File: config.mk
export PLATFORM = sky130hd
export DESIGN_NAME = crp_ctrl
export DESIGN_NICKNAME = d
export VERILOG_FILES = /design/src/rtl/core/crp_pkg.sv /design/src/rtl/core/crp_ctrl.sv
export SDC_FILE = /design/constraint.sdc
export NUM_CORES = 1
export LEC_CHECK = 0
export BUFFER_PORTS_ARGS = -buffer_cell sky130_fd_sc_hd__buf_2
export CELL_PAD_IN_SITES_DETAIL_PLACEMENT = 0
export CELL_PAD_IN_SITES_GLOBAL_PLACEMENT = 2
export CORE_UTILIZATION = 30
export CTS_CLUSTER_DIAMETER = 60
export CTS_CLUSTER_SIZE = 16
export DETAILED_ROUTE_END_ITERATION = 6
export PLACE_DENSITY_LB_ADDON = 0.1
export SLEW_MARGIN = 25
export SYNTH_ARGS = -nofsm -noshare
export SYNTH_HDL_FRONTEND = slang
export SYNTH_SLANG_ARGS = --single-unit
File: constraint.sdc
create_clock -name clk -period 2.7 [get_ports clk]
set_input_delay 0.54 -clock clk [delete_from_list [all_inputs] [get_ports clk]]
set_output_delay 0.54 -clock clk [all_outputs]
set_load 0.01 [all_outputs]
File: src/rtl/core/crp_pkg.sv
// ----------------------------------------------------------------------------
// crp_pkg
// shared constants, tables and controller/datapath types for the camera rgb
// to prophoto converter
// ----------------------------------------------------------------------------
package crp_pkg;

  localparam int PIXEL_BITS_DEF = 16;
  localparam int COEF_BITS_DEF  = 20;
  localparam int PRO_W          = 23;
  localparam int DER_W          = 24;
  localparam int MAT_FRAC       = 18;
  localparam int NUM_ROWS       = 3;
  localparam int NUM_COEF       = 9;
  localparam int CFG_IDX_W      = 2;

  localparam logic [CFG_IDX_W-1:0] REG_ROW0 = 2'd0;
  localparam logic [CFG_IDX_W-1:0] REG_ROW1 = 2'd1;
  localparam logic [CFG_IDX_W-1:0] REG_ROW2 = 2'd2;

  localparam logic signed [DER_W-1:0] DER_MAX = 24'sh7fffff;
  localparam logic signed [DER_W-1:0] DER_MIN = -24'sh800000;

  // xyz to prophoto, signed q.20
  localparam logic signed [PRO_W-1:0] PROPHOTO [NUM_COEF] = '{
     23'sd2455633, -23'sd1069855,  -23'sd274927,
    -23'sd1028235,  23'sd2048680,    23'sd28127,
       23'sd27216,    -23'sd96328,  23'sd1326893
  };

  // cofactor terms: adj[k] = a[mc0]*a[mp0] - a[mc1]*a[mp1]
  localparam logic [3:0] ADJ_MC [2*NUM_COEF] = '{
    4'd4, 4'd5, 4'd2, 4'd1, 4'd1, 4'd2, 4'd5, 4'd3, 4'd0,
    4'd2, 4'd2, 4'd0, 4'd3, 4'd4, 4'd1, 4'd0, 4'd0, 4'd1
  };
  localparam logic [3:0] ADJ_MP [2*NUM_COEF] = '{
    4'd8, 4'd7, 4'd7, 4'd8, 4'd5, 4'd4, 4'd6, 4'd8, 4'd8,
    4'd6, 4'd3, 4'd5, 4'd7, 4'd6, 4'd6, 4'd7, 4'd4, 4'd3
  };

  typedef enum logic [3:0] {
    OP_NONE    = 4'd0,
    OP_LOAD    = 4'd1,
    OP_PREP    = 4'd2,
    OP_MAC     = 4'd3,
    OP_ADJ_ST  = 4'd4,
    OP_DET_ST  = 4'd5,
    OP_T_ST    = 4'd6,
    OP_DIV     = 4'd7,
    OP_COEF_ST = 4'd8,
    OP_ZERO    = 4'd9,
    OP_PX_MAC  = 4'd10,
    OP_PX_FIN  = 4'd11,
    OP_OUT     = 4'd12
  } crp_op_t;

  typedef enum logic [1:0] {
    MC_A   = 2'd0,
    MC_ADJ = 2'd1,
    MC_TM  = 2'd2
  } crp_mc_sel_t;

  typedef enum logic [1:0] {
    MP_A = 2'd0,
    MP_P = 2'd1,
    MP_S = 2'd2
  } crp_mp_sel_t;

  typedef struct packed {
    crp_op_t     op;
    logic        clr;
    logic        sub;
    crp_mc_sel_t mc_sel;
    logic [3:0]  mc_idx;
    crp_mp_sel_t mp_sel;
    logic [3:0]  mp_idx;
    logic [3:0]  k;
  } crp_cmd_t;

  typedef struct packed {
    logic mul_busy;
    logic div_busy;
    logic rb_ok;
    logic out_free;
  } crp_sts_t;

endpackage

File: src/rtl/core/crp_ctrl.sv
// ----------------------------------------------------------------------------
// crp_ctrl
// sequencer for matrix rebuild and per-pixel conversion, drives datapath ops
// ----------------------------------------------------------------------------
module crp_ctrl (
  input  logic              clk,
  input  logic              rst_n,
  input  logic              in_valid,
  input  logic              in_soi,
  output logic              in_ready,
  output crp_pkg::crp_cmd_t cmd,
  input  crp_pkg::crp_sts_t sts
);
  import crp_pkg::*;

  typedef enum logic [14:0] {
    S_IDLE  = 15'h0001,
    S_PREP  = 15'h0002,
    S_ADJ   = 15'h0004,
    S_ADJ_W = 15'h0008,
    S_DET   = 15'h0010,
    S_DET_W = 15'h0020,
    S_DCHK  = 15'h0040,
    S_T     = 15'h0080,
    S_T_W   = 15'h0100,
    S_N     = 15'h0200,
    S_N_W   = 15'h0400,
    S_DIV_W = 15'h0800,
    S_PX    = 15'h1000,
    S_PXF   = 15'h2000,
    S_OUT   = 15'h4000
  } state_t;

  state_t     state_r, state_nxt;
  logic [1:0] r_r, r_nxt;
  logic [1:0] c_r, c_nxt;
  logic [1:0] j_r, j_nxt;
  logic [3:0] k;
  logic [4:0] adj_sel;
  logic       last;

  assign k        = {2'b00, r_r} * 4'd3 + {2'b00, c_r};
  assign adj_sel  = {k, j_r[0]};
  assign last     = (r_r == 2'd2) && (c_r == 2'd2);
  assign in_ready = (state_r == S_IDLE);

  always_comb begin
    state_nxt = state_r;
    r_nxt     = r_r;
    c_nxt     = c_r;
    j_nxt     = j_r;
    cmd       = '0;
    cmd.op    = OP_NONE;
    cmd.k     = k;
    case (state_r)
      S_IDLE: begin
        if (in_valid) begin
          cmd.op    = OP_LOAD;
          r_nxt     = 2'd0;
          c_nxt     = 2'd0;
          j_nxt     = 2'd0;
          state_nxt = in_soi ? S_PREP : S_PX;
        end
      end
      S_PREP: begin
        cmd.op    = OP_PREP;
        state_nxt = S_ADJ;
      end
      S_ADJ: begin
        cmd.op     = OP_MAC;
        cmd.clr    = (j_r == 2'd0);
        cmd.sub    = j_r[0];
        cmd.mc_sel = MC_A;
        cmd.mc_idx = ADJ_MC[adj_sel];
        cmd.mp_sel = MP_A;
        cmd.mp_idx = ADJ_MP[adj_sel];
        state_nxt  = S_ADJ_W;
      end
      S_ADJ_W: begin
        if (!sts.mul_busy) begin
          if (j_r[0]) begin
            cmd.op = OP_ADJ_ST;
            j_nxt  = 2'd0;
            if (last) begin
              r_nxt     = 2'd0;
              c_nxt     = 2'd0;
              state_nxt = S_DET;
            end else begin
              c_nxt     = (c_r == 2'd2) ? 2'd0 : c_r + 2'd1;
              r_nxt     = (c_r == 2'd2) ? r_r + 2'd1 : r_r;
              state_nxt = S_ADJ;
            end
          end else begin
            j_nxt     = 2'd1;
            state_nxt = S_ADJ;
          end
        end
      end
      S_DET: begin
        cmd.op     = OP_MAC;
        cmd.clr    = (j_r == 2'd0);
        cmd.mc_sel = MC_ADJ;
        cmd.mc_idx = {2'b00, j_r} * 4'd3;
        cmd.mp_sel = MP_A;
        cmd.mp_idx = {2'b00, j_r};
        state_nxt  = S_DET_W;
      end
      S_DET_W: begin
        if (!sts.mul_busy) begin
          if (j_r == 2'd2) begin
            cmd.op    = OP_DET_ST;
            j_nxt     = 2'd0;
            state_nxt = S_DCHK;
          end else begin
            j_nxt     = j_r + 2'd1;
            state_nxt = S_DET;
          end
        end
      end
      S_DCHK: begin
        if (sts.rb_ok) begin
          state_nxt = S_T;
        end else begin
          cmd.op    = OP_ZERO;
          state_nxt = S_PX;
        end
      end
      S_T: begin
        cmd.op     = OP_MAC;
        cmd.clr    = (j_r == 2'd0);
        cmd.mc_sel = MC_ADJ;
        cmd.mc_idx = {2'b00, j_r} * 4'd3 + {2'b00, c_r};
        cmd.mp_sel = MP_P;
        cmd.mp_idx = {2'b00, r_r} * 4'd3 + {2'b00, j_r};
        state_nxt  = S_T_W;
      end
      S_T_W: begin
        if (!sts.mul_busy) begin
          if (j_r == 2'd2) begin
            cmd.op    = OP_T_ST;
            j_nxt     = 2'd0;
            state_nxt = S_N;
          end else begin
            j_nxt     = j_r + 2'd1;
            state_nxt = S_T;
          end
        end
      end
      S_N: begin
        cmd.op     = OP_MAC;
        cmd.clr    = 1'b1;
        cmd.mc_sel = MC_TM;
        cmd.mp_sel = MP_S;
        cmd.mp_idx = {2'b00, c_r};
        state_nxt  = S_N_W;
      end
      S_N_W: begin
        if (!sts.mul_busy) begin
          cmd.op    = OP_DIV;
          state_nxt = S_DIV_W;
        end
      end
      S_DIV_W: begin
        if (!sts.div_busy) begin
          cmd.op = OP_COEF_ST;
          if (last) begin
            r_nxt     = 2'd0;
            c_nxt     = 2'd0;
            state_nxt = S_PX;
          end else begin
            c_nxt     = (c_r == 2'd2) ? 2'd0 : c_r + 2'd1;
            r_nxt     = (c_r == 2'd2) ? r_r + 2'd1 : r_r;
            state_nxt = S_T;
          end
        end
      end
      S_PX: begin
        cmd.op     = OP_PX_MAC;
        cmd.clr    = (c_r == 2'd0);
        cmd.mp_idx = {2'b00, c_r};
        if (c_r == 2'd2) begin
          state_nxt = S_PXF;
        end else begin
          c_nxt = c_r + 2'd1;
        end
      end
      S_PXF: begin
        cmd.op     = OP_PX_FIN;
        cmd.mc_idx = {2'b00, r_r};
        c_nxt      = 2'd0;
        if (r_r == 2'd2) begin
          r_nxt     = 2'd0;
          state_nxt = S_OUT;
        end else begin
          r_nxt     = r_r + 2'd1;
          state_nxt = S_PX;
        end
      end
      S_OUT: begin
        if (sts.out_free) begin
          cmd.op    = OP_OUT;
          state_nxt = S_IDLE;
        end
      end
      default: begin
        state_nxt = S_IDLE;
      end
    endcase
  end

  always_ff @(posedge clk) begin
    if (!rst_n) begin
      state_r <= S_IDLE;
      r_r     <= 2'd0;
      c_r     <= 2'd0;
      j_r     <= 2'd0;
    end else begin
      state_r <= state_nxt;
      r_r     <= r_nxt;
      c_r     <= c_nxt;
      j_r     <= j_nxt;
    end
  end

endmodule

==> reports/qor.yml <==
cp_slowest_cell: "fa_2"
rows: 31
clk_pin_slew_ns: 0.08
cts_max_level: 1
hold_class: "input port to flip-flop"
wl_per_cell_um: 17.4
failed_checks: "negative setup slack"
finalNetCount: 430
grt_pass1_vias: 2549
worst_ep_arrival_time_ns: 2.37
nFillCells: 773
hpwl_mm: 6.56
drc: 0
yosysUniqueCellTypes: 60
place.gp.congestion: 0.881
grt_pass1_wl_mm: 13.5
vias: 2670
clock.fmax_mhz: 344
fin_skew_ns: 0.00464
die_area_um2: 7970
dr.pass1.iters: 4
multi_input_area_um2: 2020
ant_nets: 0
worstSkewPairLatency_ns: 0.27
synth_area_leaders: "dfxtp_1 (18%), ha_1 (10%), nor2_1 (5.1%)"
synth.most_common_cell: "nor2_1"
grt_overflow: 0
core_area_um2: 7290
wirelength_mm: 8.68
vias_per_cell: 5.36
drv_slew: 0
syn_area_um2: 2290
finalWorstSetupSlack_ns: -0.207
synthCells: 301
fp.dieW_um: 89.3
cts.sinks: 21
grt_setup_unrepaired: "yes"
ys.flop_type: "dfxtp_1"
post_synth.cell_area_avg_um2: 7.59
yosys_warnings: 0
fin_crit_ns: 2.91
track_usage_pct: 22.8
max_slew_margin_pct: 58.8
synth_commonest_cells: "nor2_1 (31), nand2_1 (27), dfxtp_1 (21)"
power_mw: 2.45
antenna_found_initial: 0
max_stage_delay_ns: 0.37
cp.required_ns: 2.16
cts_buffers: 3
synthesis.nets: 331
fin_area_um2: 3510
pre_cts_ws_ns: -0.0859
pin_count: 31
die_h_um: 89.3
cts_tree: "built"
synth_top_cell_by_area: "dfxtp_1"
async_flop_share_pct: 0
hold_violations: 0
tightest_slew_ns: 0.609
worstSetupPathType: "flip-flop to output port"
synth_top_area_share_pct: 18.4
synth-seq-cells: 21
areaGrowthSynthToFinish_pct: 53.4
cp-start-kind: "flip-flop"
ir_worst_vdd_v: 0.000594
cts-root-buf: "clkbuf_8"
critPathMaxFanout: 5
p_per_area_nw_per_um2: 698
power_leakage_nw: 1.51
start_util_pct: 31.3
seqCellArea_um2: 433
fin_hold_ws_ns: 0.487
outcome: "finished with violations"
antenna_cells: 0
synth_enable_flop_cells: 0
port_buffers: 30
finalCritPeriodShare_pct: 108
setup_violations: 9
yosysSeqAreaShare_pct: 18.4
clockBufferDepth: 2
final_layout_size_suffix_gt1_share_pct: 45.1
path_cells: "inv_2 > ha_4 > inv_4 > fa_2 > xor2_4 > nor3_1 > a211oi_2 > a21oi_1 > a221o_1 > buf_2"
end_kind: "output port"
cap_violations: 0
timing.setup.tns_ns: -1.21
drtIter0Drc: 181
grt_max_degree: 19
place_area_um2: 2900
[path summary, 6_finish.rpt]
kind | start | endpoint | slack [ns] | cells past startpoint
max | r_r[0]$_SDFFE_PN0P_ | cmd[11] | -0.21 | 10
min | in_soi | state_r[1]$_SDFFE_PN0P_ | 0.49 | 3
max reg2reg | state_r[11]$_SDFFE_PN0P_ | state_r[12]$_SDFFE_PN0P_ | 0.12 | 10
min reg2reg | j_r[1]$_SDFFE_PN0P_ | j_r[1]$_SDFFE_PN0P_ | 0.61 | 3
[cells by family (layout without fill, tap and decap cells)]
kind of cell | after synthesis | after routing | share of synthesized area [%]
and+or+nand+nor | 134 | 134 | 33.2
adders and majority gates | 22 | 22 | 13.0
muxes | 3 | 3 | 1.31
buffers and inverters | 32 | 130 | 6.13
AOI/OAI and AO/OA | 81 | 81 | 24.9
DFF | 21 | 21 | 18.4
xor gates and xnor gates | 8 | 8 | 3.06
[final cells by class]
cell class / count / area share, %
Timing Repair Buffer: 111 / 23.6
Multi-Input combinational cell: 248 / 57.5
Clock buffer: 3 / 1.18
Inverter: 15 / 1.68
Clock inverter: 1 / 0.143
Tap cell: 99 / 3.53
Sequential cell: 21 / 12.3
[repair_timing]
item,CTS,global route
endpoints found under the setup margin,14,15
pin swaps,22,19
endpoints found under the hold margin,0,0
resized for setup,43,44
hold buffers,0,0
buffers inserted,15,13
[where the power goes]
group / total (mW) / switching (mW) / internal, mW
Combinational: 1.85 / 0.934 / 0.920
Sequential: 0.373 / 0.0293 / 0.344
Clock: 0.221 / 0.118 / 0.103
Total: 2.45 / 1.08 / 1.37
[metrics by stage]
step,std cells,utilization (%)
2_1_floorplan,301,-
3_3_place_gp,466,39.8
3_5_place_dp,466,39.8
4_1_cts,485,44.3
5_1_grt,498,48.1
6_report,498,48.1
[critical path: cells and delay by family (launching register included)]
family	cells	cell delay (ns)
adders and majority gates	2	0.65
AOI/OAI and AO/OA	3	0.56
DFF	1	0.35
buffers and inverters	3	0.23
xor gates and xnor gates	1	0.21
and+or+nand+nor	1	0.10
[registers in the layout, summed over array words and instances, names as in the netlist]
signal / flops
state_r: 15
r_r: 2
j_r: 2
c_r: 2
[cell usage in the layout (no fill, tap or decap), types with 5 or more instances in the layout]
master    count
nand2_1      24
o21ai_0      10
a211oi_1      5
nand2b_1      8
nor4b_1       7
buf_4        64
a21oi_1      10
inv_2         5
ha_1         16
buf_6        18
o21ai_1       7
nor3_1        5
buf_2        29
o211ai_1      5
nand3_1       9
dfxtp_1      15
inv_1         8
nor2_1       28
[routing by layer]
| metal | vias up | part of all wire, % | track usage, % |
|---|---|---|---|
| li1 | 1319 | - | - |
| met1 | 1282 | 49 | 32.5 |
| met2 | 56 | 46 | 36.2 |
| met3 | 13 | 3.1 | 2.95 |
| met4 | 0 | 2.0 | 5.92 |
| met5 | - | 0 | 0 |
(Power assumes the default switching activity.)
